**config.mk**
```make
export PLATFORM = sky130hd
export DESIGN_NAME = tspe_front
export DESIGN_NICKNAME = d
export VERILOG_FILES = /design/src/rtl/tspe_pkg.sv /design/src/rtl/tspe_front.sv
export SDC_FILE = /design/constraint.sdc
export NUM_CORES = 1
export LEC_CHECK = 0
export BUFFER_PORTS_ARGS = -buffer_cell sky130_fd_sc_hd__buf_4
export CAP_MARGIN = 20
export CORE_MARGIN = 2
export CORE_UTILIZATION = 34
export CTS_BUF_LIST = sky130_fd_sc_hd__clkbuf_16
export CTS_CLUSTER_SIZE = 24
export DETAILED_ROUTE_END_ITERATION = 16
export GPL_ROUTABILITY_DRIVEN = 0
export GPL_TIMING_DRIVEN = 0
export HOLD_SLACK_MARGIN = 0.06
export PLACE_DENSITY = 0.64
export RECOVER_POWER = 25
export SETUP_SLACK_MARGIN = 0.4
export SYNTH_ARGS = -nofsm -noshare
export SYNTH_HDL_FRONTEND = slang
export SYNTH_SLANG_ARGS = --single-unit
```
**constraint.sdc**
```tcl
create_clock -name i_clk -period 7.3 [get_ports i_clk]
set_input_delay 1.46 -clock i_clk [delete_from_list [all_inputs] [get_ports i_clk]]
set_output_delay 1.46 -clock i_clk [all_outputs]
set_load 0.01 [all_outputs]
```
**src/rtl/tspe_pkg.sv**
```systemverilog
// Shared types, constants and helpers for the ternary synapse plasticity engine.
package tspe_pkg;

    localparam int MAX_PRE   = 64;
    localparam int MAX_POST  = 64;
    localparam int ACC_WIDTH = 24;
    localparam int ROW_W     = $clog2(MAX_PRE);
    localparam int COL_W     = $clog2(MAX_POST);
    localparam int ADDR_W    = ROW_W + COL_W;
    localparam int CELLS     = MAX_PRE * MAX_POST;
    localparam int CNT_W     = 7;
    localparam int CHG_W     = 13;
    localparam int QDEPTH    = 2;

    typedef enum logic [2:0] {
        OP_UPDATE = 3'd0,
        OP_DECAY  = 3'd1,
        OP_DISC   = 3'd2,
        OP_LOAD   = 3'd3,
        OP_READ   = 3'd4
    } t_op;

    typedef enum logic [1:0] {
        CFG_LTP  = 2'd0,
        CFG_LTD  = 2'd1,
        CFG_PRE  = 2'd2,
        CFG_POST = 2'd3
    } t_cfg_idx;

    typedef enum logic [1:0] {
        ST_NONE   = 2'd0,
        ST_CHANGE = 2'd1,
        ST_RANGE  = 2'd2
    } t_status;

    // Classified command handed from front to back
    typedef struct packed {
        t_op                kind;
        logic               inr;
        logic [ROW_W-1:0]   row;
        logic [COL_W-1:0]   col;
        logic signed [15:0] delta;
        logic [16:0]        factor;
        logic signed [1:0]  weight;
    } t_cmd;

    typedef enum logic [2:0] {
        BS_IDLE  = 3'd0,
        BS_READ  = 3'd1,
        BS_EXEC  = 3'd2,
        BS_SWEEP = 3'd3,
        BS_FETCH = 3'd4,
        BS_DONE  = 3'd5
    } t_bstate;

    // Threshold rules on a weight
    function automatic logic signed [1:0] rule_next(
        input logic signed [1:0]           cur,
        input logic signed [ACC_WIDTH-1:0] acc,
        input logic signed [ACC_WIDTH-1:0] ltp,
        input logic signed [ACC_WIDTH-1:0] ltd
    );
        logic signed [1:0] nw;
        nw = cur;
        if (cur == 2'sd0) begin
            if (acc >= ltp)      nw = 2'sd1;
            else if (acc <= ltd) nw = -2'sd1;
        end else if (cur == 2'sd1) begin
            if (acc <= ltd)      nw = 2'sd0;
        end else begin
            if (acc >= ltp)      nw = 2'sd0;
        end
        return nw;
    endfunction

endpackage

```
**src/rtl/tspe_front.sv**
```systemverilog
// Front end: accepts items, clamps the decay factor and weight value, range checks and queues commands.
module tspe_front (
    input  logic                  i_clk,
    input  logic                  i_rst_n,
    input  logic                  i_push,
    output logic                  o_full,
    input  logic [2:0]            i_operation,
    input  logic [5:0]            i_pre_index,
    input  logic [5:0]            i_post_index,
    input  logic signed [15:0]    i_delta,
    input  logic [16:0]           i_decay_factor,
    input  logic signed [1:0]     i_weight_value,
    input  logic [tspe_pkg::CNT_W-1:0] i_rows,
    input  logic [tspe_pkg::CNT_W-1:0] i_cols,
    output logic                  o_cmd_valid,
    output tspe_pkg::t_cmd        o_cmd,
    input  logic                  i_cmd_take
);
    import tspe_pkg::*;

    t_cmd             r_q [QDEPTH];
    logic             r_wp, r_rp;
    logic [1:0]       r_cnt;
    t_cmd             n_cmd;
    logic             push_ok, take_ok;

    // Classify the incoming item
    always_comb begin
        n_cmd.inr    = ({1'b0, i_pre_index} < i_rows) && ({1'b0, i_post_index} < i_cols);
        n_cmd.row    = i_pre_index[ROW_W-1:0];
        n_cmd.col    = i_post_index[COL_W-1:0];
        n_cmd.delta  = i_delta;
        n_cmd.factor = (i_decay_factor > 17'd65536) ? 17'd65536 : i_decay_factor;
        n_cmd.weight = (i_weight_value == -2'sd2) ? -2'sd1 : i_weight_value;
        unique case (i_operation)
            3'd0:    n_cmd.kind = OP_UPDATE;
            3'd1:    n_cmd.kind = OP_DECAY;
            3'd2:    n_cmd.kind = OP_DISC;
            3'd3:    n_cmd.kind = OP_LOAD;
            default: n_cmd.kind = OP_READ;
        endcase
    end

    assign o_full      = (r_cnt == 2'(QDEPTH));
    assign push_ok     = i_push && !o_full;
    assign o_cmd_valid = (r_cnt != 2'd0);
    assign take_ok     = i_cmd_take && o_cmd_valid;
    assign o_cmd       = r_q[r_rp];

    // Hold queued commands
    always_ff @(posedge i_clk) begin
        if (push_ok) r_q[r_wp] <= n_cmd;
    end

    // Advance queue pointers
    always_ff @(posedge i_clk) begin
        if (!i_rst_n) begin
            r_wp <= 1'b0; r_rp <= 1'b0; r_cnt <= 2'd0;
        end else begin
            if (push_ok) r_wp <= ~r_wp;
            if (take_ok) r_rp <= ~r_rp;
            r_cnt <= r_cnt + 2'(push_ok) - 2'(take_ok);
        end
    end

    a_cnt_bound: assert property (@(posedge i_clk) disable iff (!i_rst_n)
        r_cnt <= 2'(QDEPTH)) else $error("queue overflow");
    a_no_push_full: assert property (@(posedge i_clk) disable iff (!i_rst_n)
        o_full |=> r_cnt >= 2'(QDEPTH - 1)) else $error("full dropped too fast");
    a_empty_take: assert property (@(posedge i_clk) disable iff (!i_rst_n)
        (r_cnt == 2'd0 && !push_ok) |=> !o_cmd_valid) else $error("phantom command");
endmodule

```
==> impl_summary.md, run 1 <==
Finish
In the final layout, the share of cells above drive strength 1 is 0.486. The layout overhead on the synthesized area is 30.9%. The number of nets in the layout is 460.

The number of antenna diodes in the final layout is 0.

Worst setup path
In this run the worst path has a maximum fanout of 10. The kind of cell with the highest combined delay on the critical path is buffers and inverters. The critical path class is register to output port.

At the worst endpoint, the arrival time is 1.84 ns. The number of buffers and inverters on the critical path is 3. The slowest cell on the critical path is sky130_fd_sc_hd__mux2_2. The worst stage delay on the critical path is 0.38 ns. The data required time at the worst endpoint is 5.84 ns. STA classifies the critical path startpoint as a register. The worst setup path is captured at an output port. The signal on the critical path passes through clkbuf_1 > buf_2 > mux2_2 > buf_4.

STA
For the final routed database, the setup TNS stands at 0 ns. Setup repair after global routing left no endpoint under its margin. At the pin with the least slew margin, the transition time is 0.828 ns. The number of pins exceeding their max-slew limit in the final report was 0. Measured against its own limit, the worst slew margin works out to 0.447. The worst clock skew is 0.00568 ns. Hold timing on the final database bottoms out at a slack of 0.549 ns.

The setup violation total in the final timing report is 0. The number of hold violations in the final report is 0. The ratio of final minimum period to clock period is 0.453.

The post-route minimum period is 3.30 ns. For this run, the top clock speed supported by timing is 0.303 GHz.

Power
The peak supply drop is 0.180 mV. The standby leakage power is 2.18 nW. The total power per unit cell area is 302 nW/µm².

Flow run
The tool flagged a number of max-cap violations equal to 0.

Synthesis
The Yosys step of the flow raised 0 warnings. The fraction of the yosys area taken by sequential cells is 0.720. The netlist area before placement is 4390 µm². The most used flip-flop cell after synthesis is sky130_fd_sc_hd__edfxtp_1. The post-synthesis instance total is 247. sky130_fd_sc_hd__edfxtp_1 takes more of the synthesized area than any other cell. The commonest cells after synthesis are 102 x sky130_fd_sc_hd__edfxtp_1, 51 x sky130_fd_sc_hd__mux2_2, 19 x sky130_fd_sc_hd__nor2b_1, 13 x sky130_fd_sc_hd__inv_1, 12 x sky130_fd_sc_hd__ha_1. The share of flip-flops with an asynchronous set or reset after synthesis is 0. The number of nets handed over by synthesis was 327. The average instance area after synthesis is 17.8 µm². In this run, synthesis inferred 102 flip-flops with an integrated enable. Ranked by total cell area, the synthesized netlist is headed by sky130_fd_sc_hd__edfxtp_1 70%, sky130_fd_sc_hd__mux2_2 13%, sky130_fd_sc_hd__ha_1 3.4%. The most common cell in the synthesized netlist is sky130_fd_sc_hd__edfxtp_1. Of the post-synthesis cell area, the dominant cell type holds 0.697. Synthesis inferred 107 register bits. The netlist uses 27 different library cells.

CTS
The count of hold-fix buffers inserted at cts is 0. Clock latency on the worst-skew pair, taken at its later pin, is 0.34 ns. The number of resized instances in the post-cts repair step is 0. The maximum count of clock buffers along a single path is 2. The count of H-tree levels built during CTS is 3.

TritonCTS built the clock tree. The number of clock buffers added by TritonCTS is 9. The tree built by TritonCTS fans out to 107 sinks. The number of setup buffers added after CTS is 0. After clock tree synthesis, the clock-pin slew on the worst setup and hold paths is 0.06 ns.

Clock tree synthesis selected as its root buffer the cell sky130_fd_sc_hd__clkbuf_16.

Global routing
The total global routing overflow is 0. The maximum number of pins on one net before global-route repair is 27. The global router's overall resource usage is 0.125. The via count of the first global-routing pass is 2,601. The initial antenna violation count is 0.

The first global-routing pass estimated 13,100 µm of wire.

Floorplanning
The core footprint is 12,600 µm². The number of I/O pins is 121. For this configuration, the core starts out at a cell density of 0.348.

The placement row count is 41. Measured along the y axis, the die boundary spans 118 µm. The die is 118 µm wide. The area enclosed by the die boundary is 13,800 µm².

Hold path
The worst hold path class is register to register.

Routing
Detailed routing inserted a total of 2,486 vias. Using the TritonRoute via totals, the vias-per-cell ratio works out to 4.48. The wire length per cell after detailed routing is 15.2 µm.

The count of nets left with antenna violations once routing finished came out at 0. For this run, design rule violations remaining after detail routing come to 0. After the first detailed-routing iteration, the DRC count stood at 148.

The length of the first detailed-routing pass in iterations is 4. The final layout contains routed wiring with a total length of 8420 µm.

Status
The flow ran to the end, and the final reports show no timing, DRC or antenna violations.

Placement
Detailed placement finished with a half-perimeter wire length of 6060 µm. In this run the tool buffered the top-level ports with 120 buffer cells.
==> sequential cells by signal (all words and copies together) (netlist names), named ones only <==
| signal | cells |
|---|---|
| r_cnt | 2 |
| r_wp | 1 |
| r_rp | 1 |
| r_q | 102 |
==> routing by layer <==
layer | vias to the layer above | GRT usage | part of all wire
met2 | 84 | 0.209 | 0.50
met1 | 1200 | 0.146 | 0.42
li1 | 1191 | - | -
met5 | - | 0 | 0
met3 | 11 | 0.0397 | 0.059
met4 | 0 | 0.0587 | 0.020
==> cell usage in the layout (no fill, tap or decap), types with 3 or more instances in the layout <==
cell type,n
sky130_fd_sc_hd__a21oi_1,4
sky130_fd_sc_hd__and2_1,3
sky130_fd_sc_hd__buf_2,5
sky130_fd_sc_hd__buf_4,87
sky130_fd_sc_hd__clkbuf_1,19
sky130_fd_sc_hd__clkbuf_16,9
sky130_fd_sc_hd__clkbuf_4,18
sky130_fd_sc_hd__clkinv_2,3
sky130_fd_sc_hd__dfxtp_1,5
sky130_fd_sc_hd__edfxtp_1,102
sky130_fd_sc_hd__ha_1,12
sky130_fd_sc_hd__inv_1,13
sky130_fd_sc_hd__mux2_2,51
sky130_fd_sc_hd__nand2b_1,3
sky130_fd_sc_hd__nor2b_1,19
sky130_fd_sc_hd__xnor2_1,4
==> cells by family (layout without fill, tap and decap cells) <==
logic type / after synthesis / after routing / share of synthesized area
AOI/OAI and AO/OA: 10 / 10 / 0.0179
adders and majority gates: 12 / 12 / 0.0342
DFF: 107 / 107 / 0.720
muxes: 51 / 51 / 0.131
xor gates and xnor gates: 4 / 4 / 0.00797
buffers and inverters: 22 / 158 / 0.0202
and+or+nand+nor: 41 / 41 / 0.0689
==> where the power goes <==
group / switching (mW) / internal, mW / total (mW)
sequential: 0.0211 / 0.781 / 0.802
clock: 0.199 / 0.223 / 0.422
combinational: 0.245 / 0.268 / 0.513
==> tightest hold or removal path: stages, from the launching register on <==
cell                      delay (ns)
sky130_fd_sc_hd__dfxtp_1        0.33
sky130_fd_sc_hd__xnor2_1        0.08
sky130_fd_sc_hd__nor2b_1        0.10
==> metrics by stage <==
stage / worst slack, ns / instance area (µm²) / util / power, mW / instances
global placement: 1.67 / 5510 / 0.437 / 1.33 / 539
detailed placement: 4.30 / 5560 / 0.440 / 1.35 / 541
CTS: 3.90 / 5810 / 0.460 / 1.78 / 555
finish: 4.00 / 5750 / 0.456 / 1.74 / 555
floorplan: 3.15 / 4390 / - / 1.10 / 247
global route: 3.84 / 5750 / 0.456 / 1.83 / 555
==> final cells by class <==
type	instances	area, µm²
Buffer	9	40.0
Fill cell	1168	6870
Timing Repair Buffer	122	885
Multi-Input combinational cell	118	1150
Inverter	13	48.8
Clock buffer	9	225
Clock inverter	5	22.5
Tap cell	172	215
Sequential cell	107	3160
==> path summary, 6_finish.rpt <==
| path | startpoint | cells after the start | to | slack, ns |
|---|---|---|---|---|
| worst min-delay path | r_rp | 2 | r_rp | 0.55 |
| worst max-delay path | register | 4 | o_cmd[17] | 4.00 |
| worst min register to register | r_rp | 2 | r_rp | 0.55 |
| worst max register to register | r_cnt[0] | 4 | r_q[0][25] | 5.41 |
(Power assumes the default switching activity.)
==> run 2, diff against run 1 <==
--- a/config.mk
+++ b/config.mk
@@ -5,6 +5,7 @@
 export SDC_FILE = /design/constraint.sdc
 export NUM_CORES = 1
 export LEC_CHECK = 0
+export ABC_AREA = 1
 export BUFFER_PORTS_ARGS = -buffer_cell sky130_fd_sc_hd__buf_4
 export CAP_MARGIN = 20
 export CORE_MARGIN = 2
@@ -15,7 +16,7 @@
 export GPL_ROUTABILITY_DRIVEN = 0
 export GPL_TIMING_DRIVEN = 0
 export HOLD_SLACK_MARGIN = 0.06
-export PLACE_DENSITY = 0.64
+export PLACE_DENSITY = 0.66
 export RECOVER_POWER = 25
 export SETUP_SLACK_MARGIN = 0.4
 export SYNTH_ARGS = -nofsm -noshare
==> constraint.sdc (replaced) <==
create_clock -name i_clk -period 2.8 [get_ports i_clk]
set_input_delay 0.56 -clock i_clk [delete_from_list [all_inputs] [get_ports i_clk]]
set_output_delay 0.56 -clock i_clk [all_outputs]
set_load 0.01 [all_outputs]
==> impl_summary.md, run 2 <==
Status
The flow ran to the end, and the final reports show no timing, DRC or antenna violations.

Synthesis
The area share of the largest cell type after synthesis is 0.678 (-0.0187). The post-synthesis instance total is 304 (+23%). The most numerous cell in the Yosys netlist is sky130_fd_sc_hd__edfxtp_1. The fraction of the yosys area taken by sequential cells is 0.701 (-0.0194). Counting instances in the post-synthesis netlist gives the leading cell types as 102 x sky130_fd_sc_hd__edfxtp_1, 51 x sky130_fd_sc_hd__mux2_2, 41 x sky130_fd_sc_hd__inv_1, 25 x sky130_fd_sc_hd__nand2_1, 24 x sky130_fd_sc_hd__nor2_1. The average instance area after synthesis is 14.8 µm² (-17%).

The synthesis-stage register bit count was 107 (unchanged). The distinct cell type count of the synthesized netlist is 22 (-19%). In the post-synthesis netlist, the biggest area contributors are sky130_fd_sc_hd__edfxtp_1 68%, sky130_fd_sc_hd__mux2_2 13%, sky130_fd_sc_hd__inv_1 3.4%. In the synthesized netlist the dominant register cell turns out to be sky130_fd_sc_hd__edfxtp_1. The share of flip-flops with an asynchronous set or reset after synthesis was 0 (unchanged).

The netlist area before placement came to 4510 µm² (+2.8%). The number of nets produced by synthesis was 384 (+17%). The biggest area contributor in the post-synthesis netlist is sky130_fd_sc_hd__edfxtp_1.

The total of warnings raised by yosys is 0 (unchanged). The number of enable flip-flop cells after synthesis is 102 (unchanged).

CTS
The number of setup buffers added after CTS is 0 (unchanged). The CTS tree is yes. The count of H-tree levels built during CTS was 3 (unchanged). The number of resized instances in the post-cts repair step came to 0 (unchanged). The clock-pin slew reported for the worst setup and hold paths after clock tree synthesis is 0.06 ns (about the same). The library cell used as clock root buffer is sky130_fd_sc_hd__clkbuf_16. The clock insertion delay at the later pin of the skew report came to 0.33 ns (about the same). The total number of clock tree sinks is 107 (unchanged).

The number of CTS-inserted buffers is 9 (unchanged). The maximum count of clock buffers along a single path was 2 (unchanged). The count of hold-fix buffers inserted at cts came to 0 (unchanged).

Global routing
The global-route wire length before repair came to 13,500 µm (+2.4%). The initial antenna violation count came to 0 (unchanged). The global router's overall resource usage came to 0.122 (-0.00264). The maximum number of pins on one net before global-route repair was 27 (unchanged). The via count of the first global-routing pass is 2,842 (+9.3%). The total global routing overflow is 0 (unchanged).

STA
Dividing the final minimum period by the clock period gives 0.758. After layout, the minimum clock period comes to 2.12 ns. The number of pins exceeding their max-slew limit in the final report came to 0 (unchanged). The setup violation total in the final timing report is 0 (unchanged). The worst hold-check slack is 0.429 ns (-0.120 ns). Setup repair after global routing left no endpoint under its margin.

The worst max-slew margin expressed relative to the limit is 0.436 (-0.0110). The highest clock frequency the design can meet is 0.471 GHz. The worst clock skew is 0.00571 ns (+0.0000344 ns).

The number of hold violations in the final report came to 0 (unchanged). The transition time at the pin with the least slew margin is 0.844 ns (+0.0164 ns). The final sum of negative setup slack is 0 ns (unchanged).

Routing
The count of vias placed by the detailed router is 2,703 (+8.7%). The routed metal-1 wirelength is 3440 µm (-3.2%). The highest layer touched by signal routing is met4. The detailed-route wire length is 8370 µm (-0.61%). The via density per instance is 4.39 (-2.0%). The antenna violation net count after detailed routing is 0 (unchanged). The total DRC errors in the routed layout is 0 (unchanged). The met3 wirelength from detailed routing is 506 µm (+2.6%).

The total met2 wirelength after detailed routing is 4240 µm (+0.95%). The iteration-0 DRC count of the detailed router is 93 (-37%). The wire length per cell after detailed routing came to 13.6 µm (-10%). The length of the first detailed-routing pass in iterations is 4 (unchanged).

Floorplanning
The number of I/O pins was 121 (unchanged). The die width is 119 µm (+1.3%). The core footprint is 13,100 µm² (+3.7%). The floorplan die height is 119 µm (+1.3%).

The area enclosed by the die boundary is 14,200 µm² (+2.7%). The initial standard-cell utilization of the core was 0.345 (-0.00311). The placement row count was 42 (+2.4%).

Power
The total power per unit cell area is 793 nW/µm² (+160%). The peak supply drop is 0.272 mV (+51%). The standby leakage power was 2.39 nW (+9.9%). The overall power of the completed layout is 4.70 mW (+170%).

Finish
The library cells used most frequently in the layout, excluding fill and tap cells, are 102 x sky130_fd_sc_hd__edfxtp_1, 92 x sky130_fd_sc_hd__buf_4, 51 x sky130_fd_sc_hd__mux2_2. The largest register by flop count is r_q. The number of nets in the layout is 516 (+12%). The number of flip-flops in the largest register is 102 (unchanged).

The proportion of layout cells with a drive suffix above 1 was 0.443 (-0.0425). From synthesis to final layout, the design area changed by 31.3%. The register cell area after layout came to 3160 µm² (unchanged). The cell area after layout came to 5930 µm² (+3.1%). The area occupied by multi-input gates came to 1140 µm² (-1.1%). The diode insertion count for antenna repair is 0 (unchanged).

Leaving out fill and tap cells, the most frequent cell in the layout is sky130_fd_sc_hd__edfxtp_1. In the final layout, the registers with the most flip-flops are r_q (102), r_cnt (2). The filler cell count in the final layout is 1,209 (+3.5%).

Worst setup path
The kind of capture point of the worst setup path is an output port. The kind of launch point of the worst setup path is a register. The maximum fanout along the worst path is 10 (unchanged).

The critical path in this run is classified as register to output port. The data required time at the worst endpoint is 2.24 ns (-3.60 ns). The worst reg-to-reg setup slack came to 0.94 ns (-4.47 ns). The critical path arrival is 1.56 ns (-0.28 ns).

Placement
The number of buffers inserted by port buffering is 119 (-0.83%). The half-perimeter wire length of the detailed placement result is 5940 µm (-1.9%). The total cell area at the placement stage is 5680 µm² (+2.3%).

Hold path
In this run the worst hold path is classified as input pin to register.

Flow run
The number of max-cap violations is 0 (unchanged).
## run 2: changes by cell type after synthesis, moves of 3 or more
cell / delta
sky130_fd_sc_hd__nand2b_1: -3
sky130_fd_sc_hd__buf_4: +5
sky130_fd_sc_hd__xnor2_1: -3
sky130_fd_sc_hd__and2_1: -3
sky130_fd_sc_hd__inv_1: +28
sky130_fd_sc_hd__nand2_1: +24
sky130_fd_sc_hd__a21oi_1: +7
sky130_fd_sc_hd__nor2b_1: -19
sky130_fd_sc_hd__nor2_1: +23
sky130_fd_sc_hd__a21oi_2: +10
## run 2: per-stage QoR
stage / util / setup WS [ns] / cells
final: 0.453 / 0.678 / 616
after global routing: 0.453 / 0.574 / 616
after CTS: 0.457 / 0.611 / 616
after detailed placement: 0.434 / 0.697 / 601
after global placement: 0.430 / -1.86 / 599
after floorplan: - / -0.437 / 304
## run 2: power breakdown
part	leakage (nW)	switching (mW)	internal, mW
clock network	0.157	0.509	0.766
registers	1.00	0.0563	2.04
logic	1.23	0.648	0.683
## run 2: per-layer routing
layer	vias up	global-route usage
met2	85	0.208
met1	1279	0.143
met4	0	0.0640
li1	1326	-
met3	13	0.0302
met5	-	0
## run 2: worst paths after layout
kind,startpoint,to,cells past startpoint
max,register,o_cmd[18],4
min,i_delta[7],r_q[1][26],1
max reg2reg,r_cnt[1],r_q[1][50],4
min reg2reg,r_rp,register,2
## run 2: cells by family after synthesis
group / synth area share
and+or+nand+nor: 0.0499
muxes: 0.127
DFF: 0.701
xor gates and xnor gates: 0.00194
AOI/OAI and AO/OA: 0.0363
adders and majority gates: 0.0333
buffers and inverters: 0.0507
## run 2: final cells by class
type                       instances  area share
buffer                            12      0.0124
clock buffer                       9      0.0380
clock inverter                     6      0.0127
inverter                          41      0.0260
multi-input combinational        144       0.192
sequential                       107       0.533
tap                              176      0.0371
timing repair buffer             121       0.149
## run 2: worst max-delay path, stage by stage (launching register included)
cell,delay (ns)
sky130_fd_sc_hd__dfxtp_1,0.30
sky130_fd_sc_hd__buf_2,0.19
sky130_fd_sc_hd__buf_4,0.22
sky130_fd_sc_hd__mux2_2,0.37
sky130_fd_sc_hd__buf_4,0.15
==> run 3, diff against run 2 <==
--- a/config.mk
+++ b/config.mk
@@ -5,7 +5,7 @@
 export SDC_FILE = /design/constraint.sdc
 export NUM_CORES = 1
 export LEC_CHECK = 0
-export ABC_AREA = 1
+export ABC_AREA = 0
 export BUFFER_PORTS_ARGS = -buffer_cell sky130_fd_sc_hd__buf_4
 export CAP_MARGIN = 20
 export CORE_MARGIN = 2
@@ -16,7 +16,7 @@
 export GPL_ROUTABILITY_DRIVEN = 0
 export GPL_TIMING_DRIVEN = 0
 export HOLD_SLACK_MARGIN = 0.06
-export PLACE_DENSITY = 0.66
+export PLACE_DENSITY = 0.64
 export RECOVER_POWER = 25
 export SETUP_SLACK_MARGIN = 0.4
 export SYNTH_ARGS = -nofsm -noshare
==> constraint.sdc (replaced) <==
create_clock -name i_clk -period 2 [get_ports i_clk]
set_input_delay 0.4 -clock i_clk [delete_from_list [all_inputs] [get_ports i_clk]]
set_output_delay 0.4 -clock i_clk [all_outputs]
set_load 0.01 [all_outputs]
==> impl_summary.md, run 3 (synthesized netlist as in run 1, its figures left out) <==
CTS
The maximum count of clock buffers along a single path is 2 (unchanged). The count of H-tree levels built during CTS is 3 (unchanged). The clock-pin slew reported for the worst setup and hold paths after clock tree synthesis is 0.07 ns (about the same). The tree is rooted in a sky130_fd_sc_hd__clkbuf_16. The total number of clock tree sinks is 107 (unchanged). The count of hold-fix buffers inserted at cts was 0 (unchanged). The clock insertion delay at the later pin of the skew report is 0.34 ns (about the same). The number of CTS-inserted buffers is 9 (unchanged).

The CTS tree is yes.

Hold path
The number of cells traversed by the worst hold path is 1 (unchanged). The tightest min-delay check is of the input pin to register type.

Worst setup path
STA classifies the critical path startpoint as a register. The kind of capture point of the worst setup path is an output port. The maximum fanout along the worst path is 7 (-3).

The critical path arrival is 1.49 ns (-0.07 ns). The worst reg-to-reg setup slack is 0.35 ns (-0.59 ns). The worst register-to-register path ends at r_cnt[1]. The data required time at the worst endpoint came to 1.60 ns (-0.64 ns).

Following the worst setup path forward leads to its endpoint at o_cmd[23]. The source of the worst register-to-register timing path is r_cnt[0]. The critical path class is register to output port. The worst-case reg-to-reg path depth was 8 (+4).

Finish
Compared with the post-synthesis result, the final layout area differs by 46.2%. The number of flip-flops in the largest register is 102 (unchanged). The number of nets in the layout is 472 (-8.5%). The most frequent standard cell in the layout excluding fill and tap cells is sky130_fd_sc_hd__edfxtp_1. The diode insertion count for antenna repair is 0 (unchanged). The non-filler instance count after layout is 569 (-7.6%). The proportion of layout cells with a drive suffix above 1 was 0.531 (+0.0883).

In the final layout, the registers with the most flip-flops are r_q (102), r_cnt (2). More flip-flops sit in one register than any other, and that register is r_q. The library cells used most frequently in the layout, excluding fill and tap cells, are 102 x sky130_fd_sc_hd__edfxtp_1, 54 x sky130_fd_sc_hd__buf_4, 39 x sky130_fd_sc_hd__buf_6.

Global routing
The via count of the first global-routing pass is 2,661 (-6.4%). The initial antenna violation count came to 0 (unchanged). The maximum number of pins on one net before global-route repair is 29 (+7.4%). The total global routing overflow is 0 (unchanged). The global router's overall resource usage came to 0.135 (+0.0127). The global-route wire length before repair is 14,100 µm (+4.7%).

STA
The highest clock frequency the design can meet is 0.529 GHz. The ratio of final minimum period to clock period is 0.945. The worst hold-check slack is 0.261 ns (-0.168 ns). The post-route minimum period is 1.89 ns. The worst clock skew is 0.00352 ns (-0.00219 ns). The setup violation total in the final timing report is 0 (unchanged).

The number of hold violations in the final report is 0 (unchanged). Setup repair after global routing could not meet its margin everywhere. The number of pins exceeding their max-slew limit in the final report is 0 (unchanged). The transition time at the pin with the least slew margin was 0.446 ns (-0.398 ns). The setup slack after layout is 0.111 ns (-0.567 ns).

The worst max-slew margin expressed relative to the limit is 0.702 (+0.266). The final sum of negative setup slack is 0 ns (unchanged).

Routing
The wire length per cell after detailed routing is 16.8 µm (+24%). The via density per instance is 4.52 (+3.1%). The iteration-0 DRC count of the detailed router came to 131 (+41%). The length of the first detailed-routing pass in iterations was 4 (unchanged).

The total DRC errors in the routed layout is 0 (unchanged). The detailed-route wire length is 9550 µm (+14%). The antenna violation net count after detailed routing came to 0 (unchanged).

The count of vias placed by the detailed router is 2,574 (-4.8%).

Placement
The number of buffers inserted by port buffering was 120 (+0.84%). The cell total after placement came to 540 (-10%). The pre-CTS worst setup slack is 0.0621 ns (-0.635 ns).

The half-perimeter wire length of the detailed placement result is 5730 µm (-3.6%).

Floorplanning
The placement row count was 41 (-2.4%). The core footprint came to 12,600 µm² (-3.6%). The number of I/O pins is 121 (unchanged).

The floorplan die height is 118 µm (-1.3%). The die width is 118 µm (-1.3%). The area enclosed by the die boundary is 13,800 µm² (-2.6%).

The initial standard-cell utilization of the core is 0.348 (+0.00311).

Flow run
The number of max-cap violations came to 0 (unchanged).

Power
The overall power of the completed layout is 7.58 mW (+61%). The total power per unit cell area is 1180 nW/µm² (+49%). The peak supply drop is 0.570 mV (+110%). The standby leakage power is 2.48 nW (+3.7%).

Status
The run finished with clean final reports.
## run 3: cell count changes in the layout (fill, tap and decap cells not counted), sizes merged, moves of 3 or more
cell / before / now
a21oi: 21 / 4
and2: 0 / 4
buf: 97 / 100
clkbuf: 45 / 50
clkinvlp: 0 / 3
inv: 44 / 13
nand2: 26 / 1
nand2b: 0 / 3
nor2: 26 / 2
nor2b: 0 / 20
nor4: 0 / 4
xnor2: 1 / 4
## run 3: worst min path at each step
stage                 from          to  slack [ns]
6_report        i_delta[6]  r_q[1][25]        0.26
4_1_cts         i_delta[7]  r_q[0][26]        0.22
3_5_place_dp          r_rp    register        0.54
5_1_grt        i_delta[12]  r_q[0][31]        0.25
3_3_place_gp          r_rp        r_rp        0.52
2_1_floorplan   i_delta[0]  r_q[0][19]        0.50
## run 3: routing by layer
metal	GRT usage	wire [µm]	vias to the layer above
met2	0.228	4730	83
met5	0	0	-
met3	0.0392	610	10
met4	0.0542	149	0
met1	0.162	4060	1262
li1	-	-	1219
## run 3: worst max-delay path, stage by stage, from the launching register on
cell and delay, ns:
sky130_fd_sc_hd__dfxtp_4 0.37, sky130_fd_sc_hd__clkbuf_16 0.18, sky130_fd_sc_hd__buf_12 0.12, sky130_fd_sc_hd__mux2_2 0.33
sky130_fd_sc_hd__buf_4 0.14
## run 3: timing repair
action / in CTS / in global routing
endpoints found under the setup margin: 155 / 52
gates cloned: 3 / 5
setup buffers: 5 / 0
pin swaps: 8 / 0
hold endpoints to repair: 0 / 0
resized for setup: 44 / 68
## run 3: power by group
group	internal, mW	total (mW)	switching, mW
Combinational	1.63	2.76	1.12
Sequential	2.86	2.96	0.102
Clock	1.09	1.87	0.776
Total	5.58	7.58	2.00
## run 3: cell type report
type,instances,area [µm²]
Fill cell,1121,6200
Sequential cell,107,3170
Clock buffer,9,225
Inverter,13,48.8
Tap cell,172,215
Timing Repair Buffer,132,1180
Multi-Input combinational cell,120,1360
Clock inverter,7,92.6
Buffer,9,131
## run 3: per-stage QoR
step	area (µm²)	util
4_1_cts	6110	0.485
6_report	6420	0.509
3_3_place_gp	5520	0.438
3_5_place_dp	5540	0.439
2_1_floorplan	4410	-
5_1_grt	6420	0.509
